File: src/hdl/sync_word_length_deframer_assert.svh
// Assertion macros used by the deframer's top level module.
`ifndef SYNC_WORD_LENGTH_DEFRAMER_ASSERT_SVH
`define SYNC_WORD_LENGTH_DEFRAMER_ASSERT_SVH

// The consequent must hold in the same cycle as the antecedent.
`define SWLD_ASSERT_SAME(label, ante, cons, msg) \
	label: assert property (@(posedge clk) disable iff (!arst_n) (ante) |-> (cons)) \
		else $error(msg);

// The consequent must hold in the cycle after the antecedent.
`define SWLD_ASSERT_NEXT(label, ante, cons, msg) \
	label: assert property (@(posedge clk) disable iff (!arst_n) (ante) |=> (cons)) \
		else $error(msg);

`endif

File: src/hdl/swld_pkg.sv
// Types and constants shared by the sync word deframer modules.
package swld_pkg;

	typedef enum logic [1:0] {
		PH_HUNT    = 2'd0,
		PH_HEADER  = 2'd1,
		PH_PAYLOAD = 2'd2
	} phase_t;

	localparam logic [23:0] SYNC_HEAD = 24'hAABBCC;
	localparam logic [7:0]  SYNC_LAST = 8'hDD;
	localparam logic [3:0]  HDR_LAST_IDX = 4'd11;
	localparam logic [32:0] FRAME_OVERHEAD = 33'd16;

	localparam int unsigned LIMIT_W = 21;
	localparam logic [LIMIT_W-1:0] FRAME_LIMIT_RESET = 21'd4096;

	localparam logic [1:0] REG_FRAME_LIMIT = 2'd0;

	localparam logic KIND_HEADER  = 1'b0;
	localparam logic KIND_PAYLOAD = 1'b1;

	typedef struct packed {
		logic        valid;
		logic [7:0]  data;
	} beat_t;

	typedef struct packed {
		logic        kind;
		logic [31:0] hdr_lo;
		logic [31:0] hdr_hi;
		logic [31:0] length;
		logic [7:0]  data;
		logic        last;
	} result_t;

endpackage

File: src/hdl/swld_apb_regs.sv
// APB configuration register holding the frame limit.
module swld_apb_regs (
	input  logic                            clk,
	input  logic                            arst_n,
	input  logic                            psel,
	input  logic                            penable,
	input  logic                            pwrite,
	input  logic [1:0]                      paddr,
	input  logic [31:0]                     pwdata,
	output logic [31:0]                     prdata,
	output logic                            pready,
	output logic [swld_pkg::LIMIT_W-1:0]    frame_limit
);

	logic [swld_pkg::LIMIT_W-1:0] limit_q;
	logic                         wr_en;

	assign pready = 1'b1;
	assign wr_en  = psel && penable && pwrite && (paddr == swld_pkg::REG_FRAME_LIMIT);

	always_ff @(posedge clk or negedge arst_n) begin
		if (!arst_n) begin
			limit_q <= swld_pkg::FRAME_LIMIT_RESET;
		end else if (wr_en) begin
			limit_q <= pwdata[swld_pkg::LIMIT_W-1:0];
		end
	end

	always_comb begin
		unique case (paddr)
			swld_pkg::REG_FRAME_LIMIT: prdata = {{(32-swld_pkg::LIMIT_W){1'b0}}, limit_q};
			default:                   prdata = 32'd0;
		endcase
	end

	assign frame_limit = limit_q;

endmodule

File: src/hdl/swld_in_stage.sv
// Input register stage that holds one received byte beat.
module swld_in_stage (
	input  logic            clk,
	input  logic            arst_n,
	input  logic            in_valid,
	input  logic [7:0]      in_byte,
	output logic            in_stall,
	input  logic            advance,
	output swld_pkg::beat_t beat_s1
);

	logic       valid_s1;
	logic [7:0] data_s1;

	assign in_stall = valid_s1 && !advance;

	always_ff @(posedge clk or negedge arst_n) begin
		if (!arst_n) begin
			valid_s1 <= 1'b0;
		end else if (!in_stall) begin
			valid_s1 <= in_valid;
		end
	end

	always_ff @(posedge clk) begin
		if (in_valid && !in_stall) begin
			data_s1 <= in_byte;
		end
	end

	assign beat_s1.valid = valid_s1;
	assign beat_s1.data  = data_s1;

endmodule

File: src/hdl/swld_frame_ctl.sv
// Frame state machine, header assembly and result register.
module swld_frame_ctl (
	input  logic                         clk,
	input  logic                         arst_n,
	input  swld_pkg::beat_t              beat_s1,
	input  logic [swld_pkg::LIMIT_W-1:0] frame_limit,
	input  logic                         out_stall,
	output logic                         advance,
	output logic                         out_valid,
	output swld_pkg::result_t            result_s2
);

	swld_pkg::phase_t  phase_q, phase_d;
	logic [23:0]       window_q, window_d;
	logic [3:0]        count_q, count_d;
	logic [63:0]       hdr_q, hdr_d;
	logic [31:0]       len_q, len_d;
	logic [31:0]       rem_q, rem_d;
	logic [31:0]       rem_dec;
	logic              sync_hit;
	logic              hdr_done;
	logic              oversize;
	logic              res_valid;
	swld_pkg::result_t res;
	logic              out_valid_q;
	logic [7:0]        b;

	assign b = beat_s1.data;
	// The byte in the input stage moves on only when the result slot is empty or its beat is taken.
	assign advance = beat_s1.valid && (!out_valid_q || !out_stall);

	assign sync_hit = (window_q == swld_pkg::SYNC_HEAD) && (b == swld_pkg::SYNC_LAST);
	assign hdr_done = (count_q == swld_pkg::HDR_LAST_IDX);
	assign rem_dec  = rem_q - 32'd1;
	assign oversize = ({1'b0, len_d} + swld_pkg::FRAME_OVERHEAD)
		>= {{(33-swld_pkg::LIMIT_W){1'b0}}, frame_limit};

	// Next phase.
	always_comb begin
		phase_d = phase_q;
		unique case (phase_q)
			swld_pkg::PH_HEADER: begin
				if (hdr_done) begin
					if (oversize || (len_d == 32'd0)) begin
						phase_d = swld_pkg::PH_HUNT;
					end else begin
						phase_d = swld_pkg::PH_PAYLOAD;
					end
				end
			end
			swld_pkg::PH_PAYLOAD: begin
				if (rem_dec == 32'd0) begin
					phase_d = swld_pkg::PH_HUNT;
				end
			end
			default: begin
				phase_d = sync_hit ? swld_pkg::PH_HEADER : swld_pkg::PH_HUNT;
			end
		endcase
	end

	// Datapath and result for the byte in the input stage.
	always_comb begin
		window_d  = window_q;
		count_d   = count_q;
		hdr_d     = hdr_q;
		len_d     = len_q;
		rem_d     = rem_q;
		res_valid = 1'b0;
		res       = '0;
		unique case (phase_q)
			swld_pkg::PH_HEADER: begin
				if (count_q[3]) begin
					len_d[{count_q[1:0], 3'b000} +: 8] = b;
				end else begin
					hdr_d[{count_q[2:0], 3'b000} +: 8] = b;
				end
				count_d = count_q + 4'd1;
				if (hdr_done) begin
					count_d  = 4'd0;
					window_d = 24'd0;
					if (!oversize) begin
						res_valid  = 1'b1;
						res.kind   = swld_pkg::KIND_HEADER;
						res.hdr_lo = hdr_d[31:0];
						res.hdr_hi = hdr_d[63:32];
						res.length = len_d;
						res.last   = (len_d == 32'd0);
						rem_d      = len_d;
					end
				end
			end
			swld_pkg::PH_PAYLOAD: begin
				rem_d      = rem_dec;
				res_valid  = 1'b1;
				res.kind   = swld_pkg::KIND_PAYLOAD;
				res.length = len_q;
				res.data   = b;
				res.last   = (rem_dec == 32'd0);
				if (rem_dec == 32'd0) begin
					window_d = 24'd0;
				end
			end
			default: begin
				if (sync_hit) begin
					count_d  = 4'd0;
					hdr_d    = 64'd0;
					len_d    = 32'd0;
					window_d = 24'd0;
				end else begin
					window_d = {window_q[15:0], b};
				end
			end
		endcase
	end

	always_ff @(posedge clk or negedge arst_n) begin
		if (!arst_n) begin
			phase_q  <= swld_pkg::PH_HUNT;
			window_q <= 24'd0;
			count_q  <= 4'd0;
			hdr_q    <= 64'd0;
			len_q    <= 32'd0;
			rem_q    <= 32'd0;
		end else if (advance) begin
			phase_q  <= phase_d;
			window_q <= window_d;
			count_q  <= count_d;
			hdr_q    <= hdr_d;
			len_q    <= len_d;
			rem_q    <= rem_d;
		end
	end

	always_ff @(posedge clk or negedge arst_n) begin
		if (!arst_n) begin
			out_valid_q <= 1'b0;
		end else if (advance) begin
			out_valid_q <= res_valid;
		end else if (!out_stall) begin
			out_valid_q <= 1'b0;
		end
	end

	always_ff @(posedge clk) begin
		if (advance && res_valid) begin
			result_s2 <= res;
		end
	end

	assign out_valid = out_valid_q;

endmodule

File: src/hdl/sync_word_length_deframer.sv
// Top level of the sync word, length prefixed byte stream deframer.
// A byte beat passes through the input register and then the result register before its result beat is presented.
// Throughput: one byte beat per cycle while the output is not stalled; the input
// register and the result register are the only stages.
// Reset: asynchronous, clears phase, sync window and both valid flags; frame_limit is 4096.
`include "sync_word_length_deframer_assert.svh"

module sync_word_length_deframer (
	input  logic        clk,
	input  logic        arst_n,
	input  logic        psel,
	input  logic        penable,
	input  logic        pwrite,
	input  logic [1:0]  paddr,
	input  logic [31:0] pwdata,
	output logic [31:0] prdata,
	output logic        pready,
	input  logic        in_valid,
	output logic        in_stall,
	input  logic [7:0]  in_byte,
	output logic        out_valid,
	input  logic        out_stall,
	output logic        item_kind,
	output logic [31:0] header_word_low,
	output logic [31:0] header_word_high,
	output logic [31:0] payload_length,
	output logic [7:0]  data_byte,
	output logic        last_of_frame
);

	logic [swld_pkg::LIMIT_W-1:0] frame_limit;
	logic                         advance;
	swld_pkg::beat_t              beat_s1;
	swld_pkg::result_t            result_s2;

	swld_apb_regs u_regs (
		.clk         (clk),
		.arst_n      (arst_n),
		.psel        (psel),
		.penable     (penable),
		.pwrite      (pwrite),
		.paddr       (paddr),
		.pwdata      (pwdata),
		.prdata      (prdata),
		.pready      (pready),
		.frame_limit (frame_limit)
	);

	swld_in_stage u_in (
		.clk      (clk),
		.arst_n   (arst_n),
		.in_valid (in_valid),
		.in_byte  (in_byte),
		.in_stall (in_stall),
		.advance  (advance),
		.beat_s1  (beat_s1)
	);

	swld_frame_ctl u_ctl (
		.clk         (clk),
		.arst_n      (arst_n),
		.beat_s1     (beat_s1),
		.frame_limit (frame_limit),
		.out_stall   (out_stall),
		.advance     (advance),
		.out_valid   (out_valid),
		.result_s2   (result_s2)
	);

	assign item_kind        = result_s2.kind;
	assign header_word_low  = result_s2.hdr_lo;
	assign header_word_high = result_s2.hdr_hi;
	assign payload_length   = result_s2.length;
	assign data_byte        = result_s2.data;
	assign last_of_frame    = result_s2.last;

	`SWLD_ASSERT_SAME(a_empty_frame_last,
		out_valid && (item_kind == swld_pkg::KIND_HEADER) && (payload_length == 32'd0),
		last_of_frame, "header beat of an empty frame is not marked last")
	`SWLD_ASSERT_SAME(a_payload_no_header,
		out_valid && (item_kind == swld_pkg::KIND_PAYLOAD),
		(header_word_low == 32'd0) && (header_word_high == 32'd0),
		"payload beat carries header words")
	`SWLD_ASSERT_SAME(a_stall_needs_full_stage, in_stall,
		beat_s1.valid && out_valid && out_stall,
		"input stalled while the pipeline can move")
	`SWLD_ASSERT_NEXT(a_limit_written,
		psel && penable && pwrite && (paddr == swld_pkg::REG_FRAME_LIMIT),
		frame_limit == $past(pwdata[swld_pkg::LIMIT_W-1:0]),
		"frame limit write not taken")

endmodule

File: config.mk
export PLATFORM = sky130hd
export DESIGN_NAME = sync_word_length_deframer
export DESIGN_NICKNAME = d
export VERILOG_FILES = /design/src/hdl/swld_pkg.sv /design/src/hdl/swld_apb_regs.sv /design/src/hdl/swld_in_stage.sv /design/src/hdl/swld_frame_ctl.sv /design/src/hdl/sync_word_length_deframer.sv
export VERILOG_INCLUDE_DIRS = /design/src /design/src/hdl
export SDC_FILE = /design/constraint.sdc
export NUM_CORES = 1
export LEC_CHECK = 0
export BUFFER_PORTS_ARGS = -buffer_cell sky130_fd_sc_hd__buf_2
export CAP_MARGIN = 15
export CORE_UTILIZATION = 55
export DETAILED_ROUTE_END_ITERATION = 8
export PLACE_DENSITY = 0.76
export SYNTH_ARGS = -nofsm -noshare
export SYNTH_HDL_FRONTEND = slang
export SYNTH_SLANG_ARGS = --single-unit
File: constraint.sdc
create_clock -name clk -period 18.4 [get_ports clk]
set_input_delay 1.84 -clock clk [delete_from_list [all_inputs] [get_ports clk]]
set_output_delay 1.84 -clock clk [all_outputs]
set_load 0.05 [all_outputs]
## Yosys cells after proc, flatten, opt, wreduce, memory -nomap -nowiden

Cells that the tools add are included.

- Magnitude comparators: 1
- Reduce and logical (&&, ||, !) cells: 24
- Equal/unequal tests: 9
- Add/subtract/negate cells: 5
- Mux-type cells: 37
- Shift-type cells: 4
- Bitwise operators: 3

Operator list:

| kind | count |
|---|---|
| 32-bit case mux with 2 select lines | 3 |
| 32-bit 2-to-1 mux | 5 |
| 64-bit 2-to-1 mux | 2 |
| 64-bit case mux with 2 select lines | 1 |
| 97-bit 2-to-1 mux | 1 |
| 32-bit logical NOT | 3 |
| 96-bit 2-to-1 mux | 1 |
| 24-bit 2-to-1 mux | 3 |
| 64-bit bitwise mux | 1 |
| 8-bit by 8-bit variable shift with 64-bit output (first input constant) | 1 |
| 8-bit by 8-bit indexed part select with 64-bit output | 1 |
| 24-bit case mux with 2 select lines | 1 |
| 32-bit by 5-bit adder with 33-bit output (second input constant) | 1 |
| 33-bit by 21-bit greater-or-equal comparator with 1-bit output | 1 |
| 32-bit bitwise mux | 1 |
| 8-bit by 7-bit variable shift with 32-bit output (first input constant) | 1 |
| 8-bit by 7-bit indexed part select with 32-bit output | 1 |
| 32-bit by 1-bit subtractor with 32-bit output (second input constant) | 1 |
| 24-bit equality test (second input constant) | 1 |
| 21-bit 2-to-1 mux | 1 |
| 8-bit equality test (second input constant) | 1 |
| 1-bit logical AND | 8 |
| 4-bit 2-to-1 mux | 2 |
| 6-bit negation with 8-bit output | 1 |
| other kinds (20) | 40 |

- Output and inout port bits: 141
- Flip-flop bits (word level): 295
- Input port bits: 49
- Word-level logic and storage cells: 99

## Depth between registers and ports, before layout

- Word-level depth: 12
- Gate-level depth with buffers: 29

## By module

Synthesis repeated with hierarchy kept, for this count alone.

- Cell total of the unflattened synthesis: 1774
- Area total of the unflattened synthesis: 16817.4 um^2

Modules (own cells, without submodules):

| module | seq. area each (um^2) | instances | area each (um^2) | cells each |
|---|---|---|---|---|
| swld_frame_ctl | 7161.9 | 1 | 15378.5 | 1677 |
| swld_apb_regs | 526.8 | 1 | 1133.6 | 83 |
| swld_in_stage | 265.3 | 1 | 305.3 | 14 |

## Worst setup path after synthesis

No wires, ideal clock.

- Path kind: reg-to-reg
- Start: reg u_ctl.phase_q[0]
- End: reg u_ctl.result_s2[0] (netlist name)
- Arrival: 9.746 ns
- Clock period less this slack: 10.306 ns
- Slack: 8.094 ns
- Buffers on the path: 5
- Stages on the path, launching flop included: 27
- Data required time: 17.840 ns
- Cell sequence: dfrtp_1 -> inv_1 -> ha_1 -> clkbuf_1 -> buf_1 -> buf_1 -> clkbuf_1 -> clkbuf_1 -> a21oi_1 -> a21oi_1 -> inv_1 -> ha_1 -> nand3_1 -> a2bb2oi_1 -> nor3_1 -> xnor2_1 -> ha_1 -> a21oi_1 -> nor2_1 -> a211oi_1 -> nand3_1 -> o21ai_0 -> a21oi_1 -> a2111oi_0 -> nor4b_4 -> nand3_2 -> a211oi_2

- Word-level cells in the longest chain between the ends: 8
- Elaborated cells on any way between the ends: 9
- Those cells by class: add/sub: 1; order compare: 1; eq/ne: 2; mux: 4; reduce/logical: 1

Ends and longest elaborated chain:

| item | RTL line | source |
|---|---|---|
| from (decl) | swld_frame_ctl.sv:13 | `swld_pkg::phase_t phase_q, phase_d;` |
| from (signal assigned) | swld_frame_ctl.sv:119 | `phase_q <= swld_pkg::PH_HUNT;` |
| from (signal assigned) | swld_frame_ctl.sv:126 | `phase_q <= phase_d;` |
| 2-bit equality test / 2-bit by 1-bit equality test with 1-bit output (equally long branches) | swld_frame_ctl.sv:71 | `unique case (phase_q)` |
| 32-bit case mux with 2 select lines (*) | swld_frame_ctl.sv:71 |  |
| named net u_ctl.len_d[5] | swld_frame_ctl.sv:17 | `logic [31:0] len_q, len_d;` |
| 32-bit by 5-bit adder with 33-bit output (*) | swld_frame_ctl.sv:35 | `assign oversize = ({1'b0, len_d} + swld_pkg::FRAME_OVERHEAD)` |
| 33-bit by 21-bit greater-or-equal comparator with 1-bit output (*) | swld_frame_ctl.sv:36 | `>= {{(33-swld_pkg::LIMIT_W){1'b0}}, frame_limit};` |
| 1-bit 2-to-1 mux (*) | swld_frame_ctl.sv:82 | `if (!oversize) begin` |
| 1-bit 2-to-1 mux (*) | swld_frame_ctl.sv:79 | `if (hdr_done) begin` |
| 1-bit case mux with 2 select lines (*) | swld_frame_ctl.sv:71 |  |
| 1-bit logical AND (*) | swld_frame_ctl.sv:146 | `if (advance && res_valid) begin` |

Mark *: on every way through the listed nets, which the timed path passes. The rest lies on a longest branch.
A chain may end at the register's enable or synchronous reset.

==> impl_metrics.csv <==
group,metric,value,unit
run_status,status,"finished, final reports clean",
logic_synthesis,async_reset_ff_frac,0.614,
logic_synthesis,ys_seq_elements,295,
cts,hold_buffers,0,
timing,worst_pin_slew,1.20,ns
finish,drive_gt1_frac,0.144,
worst_setup_path,critPathCaptureType,"flip-flop",
placement,port-buffer-count,166,
routing,viasPerCell,6.37,
worst_setup_path,start_kind,"flip-flop",
cts,cts.sinks,295,
routing,vias,14193,
timing,final_max_slew_viol_count,0,
floorplan,pin_count,190,
pwr,peakVddDrop,0.0793,mV
worst_setup_path,cp_max_fo,18,
placement,dp_hpwl,30.0,mm
finish,layout_common_cells,"nand2_1 (275), dfrtp_1 (180), buf_2 (165), o21ai_0 (136), edfxtp_1 (114)",
worst_setup_path,critical_path_class,"reg2reg",
placement,dpl_worst_slack,10.31,ns
floorplan,initial_utilization,0.561,
cts,cts_tree,"done",
routing,wl,45.2,mm
global_routing,grt_max_degree,106,
timing,final-hold-violation-count,0,
global_routing,grt_pass1_vias,12848,
finish,stdcell_area,18200,um2
timing,skew,0.0229,ns
global_routing,antenna_found_initial,1,
floorplan,die_h,174,um
placement,dp.cells,2168,
timing,hold_slack,0.481,ns
timing,final.setup.tns,0,ns
logic_synthesis,syn_area_per_cell,9.34,um2
worst_setup_path,rr_worst_depth,23,
routing,detail_route.wl_per_cell,20.3,um
cts,ctsResizeCount,0,
cts,postCtsSetupBuffers,0,
cts,clockBufferDepth,3,
finish,final_common_cell,"nand2_1",
logic_synthesis,ys.flop_type,"dfrtp_1",
timing,fin_crit,8.35,ns
routing,drtPass1Iterations,7,
cts,cts_max_level,1,
worst_hold_path,hold_end,"u_ctl.window_q[23]$_DFFE_PN0P_",
timing,rsz0062_at_grt,"no",
finish,area_growth,12.7,%
worst_hold_path,hold_depth,2,
floorplan,fp.dieW,174,um
cts,clkTransAtPathRegs,0.06,ns
cts,cts_made_buffers,31,
finish,fillers,2445,
logic_synthesis,synthCells,1732,
worst_setup_path,r2r_slack,10.05,ns
worst_setup_path,critical_path_required,18.68,ns
global_routing,grt_overflow_total,0,
cts,cts_root_buffer,"clkbuf_16",
timing,setup_ws,10.05,ns
finish,nets,1899,
floorplan,die-area,30100,um2
global_routing,track_usage,0.296,
timing,timing.fmax,120,MHz
floorplan,rows,62,
placement,placed_cell_area,17100,um2
pwr,p_per_area,83.0,nW/um2
timing,fin_crit_sh,0.454,
logic_synthesis,yosysWarnings,0,
logic_synthesis,syn_area,16200,um2
run,max_cap_violations,0,
worst_hold_path,min_path_type,"reg2reg",
timing,relSlewSlack,0.179,
worst_setup_path,reg2reg_to,"u_ctl.result_s2[19]$_DFFE_PP_",
worst_setup_path,r2r-start,"u_ctl.count_q[0]$_DFFE_PN0P_",
pwr,p_leak,7.47,nW
routing,drcViolationCount,0,
routing,ant_nets,0,
logic_synthesis,yosysSeqAreaShare,0.492,
timing,setup_violations,0,
logic_synthesis,synth_edf_count,114,
worst_setup_path,cp.arrival,8.63,ns
finish,fin_cells,2227,
logic_synthesis,ys_types,83,
floorplan,fp.coreArea,28900,um2
cts,worstSkewPairLatency,0.57,ns
worst_hold_path,hp-start,"u_ctl.window_q[23]$_DFFE_PN0P_",
placement,gp_congestion,0.953,
global_routing,grt_pass1_wl,70.8,mm
routing,drt-initial-drc-count,1712,
==> worst max-delay path by stage <==
stage	start	slack, ns	to	cells after the start
final	u_ctl.count_q[0]$_DFFE_PN0P_	10.05	u_ctl.result_s2[19]$_DFFE_PP_	23
after global routing	u_ctl.count_q[0]$_DFFE_PN0P_	9.72	u_ctl.result_s2[4]$_SDFFCE_PN0P_	24
after CTS	u_ctl.count_q[0]$_DFFE_PN0P_	10.25	u_ctl.result_s2[19]$_DFFE_PP_	23
after detailed placement	u_ctl.count_q[0]$_DFFE_PN0P_	10.31	u_ctl.result_s2[19]$_DFFE_PP_	23
after global placement	u_ctl.count_q[0]$_DFFE_PN0P_	10.45	u_ctl.result_s2[19]$_DFFE_PP_	23
after floorplan	u_ctl.phase_q[0]$_DFFE_PN0P_	8.09	u_ctl.result_s2[0]$_DFFE_PP_	26
==> worst max-delay path, cell delays in order, from the launching register on <==
cell and delay, ns:
dfrtp_1 0.66, inv_1 0.19, ha_1 0.54, and4bb_2 0.40, nand3_1 0.12, a21oi_1 0.08, a21oi_1 0.49, inv_1 0.10
ha_1 0.26, nand3_1 0.09, a2bb2oi_1 0.54, nor2_1 0.17, xnor2_1 0.27, ha_1 0.31, nand2_1 0.08, nor2_1 0.04
a211oi_1 0.24, nand3_1 0.11, o21ai_0 0.25, a21oi_1 0.11, a2111oi_0 1.01, nor4b_4 0.68, nand2_1 0.60, a21boi_0 0.71
==> metal layers <==
layer	vias to the layer above	track usage	share of wire
met1	6813	0.406	0.41
li1	6471	-	-
met4	0	0.148	0.049
met2	757	0.464	0.46
met3	152	0.0410	0.082
met5	-	0	0
==> flip-flops by register name, summed over array words and instances, names as in the netlist, 2 cells and up <==
| signal | count |
|---|---|
| u_ctl.result_s2 | 106 |
| u_ctl.count_q | 4 |
| u_ctl.window_q | 24 |
| u_ctl.rem_q | 32 |
| u_in.data_s1 | 8 |
| u_ctl.len_q | 32 |
| u_ctl.hdr_q | 64 |
| u_ctl.phase_q | 2 |
| u_regs.frame_limit | 21 |
==> cells in the mapped netlist (7+ instances only) <==
cell	number	area, um2
or2_2	9	56.3
buf_4	13	97.6
buf_1	9	33.8
nand2b_1	9	56.3
inv_1	40	150
nand3_1	42	210
a21oi_1	113	566
buf_2	18	90.1
o32ai_1	7	61.3
nor3_1	45	225
a221o_1	11	110
a21o_1	15	113
o21ai_1	12	60.1
a211o_1	9	78.8
nor4_1	25	156
nor2b_1	9	56.3
mux2i_1	35	350
clkbuf_1	104	390
o211ai_1	22	165
a32oi_1	16	140
nand4_1	41	257
dfrtp_1	180	4500
and2_1	31	194
nand2_1	275	1030
xnor2_1	15	131
ha_1	33	413
or4_1	10	75.1
nor2_1	105	394
or3_1	16	100
a21boi_0	14	105
xor2_1	8	70.1
a22oi_1	12	90.1
a22o_1	54	473
o21ai_0	136	681
edfxtp_1	114	3420
o21a_1	8	60.1
==> metrics by stage <==
| step | power [W] | utilization |
|---|---|---|
| floorplan | 0.000788 | - |
| global placement | 0.000821 | 0.592 |
| detailed placement | 0.000825 | 0.592 |
| CTS | 0.00152 | 0.632 |
| global route | 0.00156 | 0.632 |
| finish | 0.00151 | 0.632 |
==> where the power goes <==
part / switching (W) / leakage [nW] / internal [W]
registers: 0.00000868 / 3.65 / 0.000699
logic: 0.0000781 / 3.27 / 0.0000266
clock network: 0.000264 / 0.551 / 0.000436
total: 0.000350 / 7.47 / 0.00116
==> final cells by class <==
cell class	count	area (um2)	area share
Tap cell	384	480	0.0264
Clock buffer	37	798	0.0438
Inverter	45	169	0.00926
Clock inverter	21	348	0.0191
Multi-Input combinational cell	1255	7470	0.410
Timing Repair Buffer	189	1010	0.0554
Antenna cell	1	2.50	0.000137
Sequential cell	295	7950	0.436
==> kinds of logic (layout without fill, tap and decap cells) <==
group | Yosys count | in the layout | share of synthesized area
simple gates | 667 | 667 | 0.201
fa+ha+maj | 33 | 33 | 0.0255
flops | 295 | 295 | 0.492
xor+xnor | 23 | 23 | 0.0125
buf+inv | 192 | 292 | 0.0503
mux | 37 | 37 | 0.0230
compound gates | 483 | 483 | 0.195
other cells | 2 | 13 | 0.000464
Power figures use the tool's default switching activity.
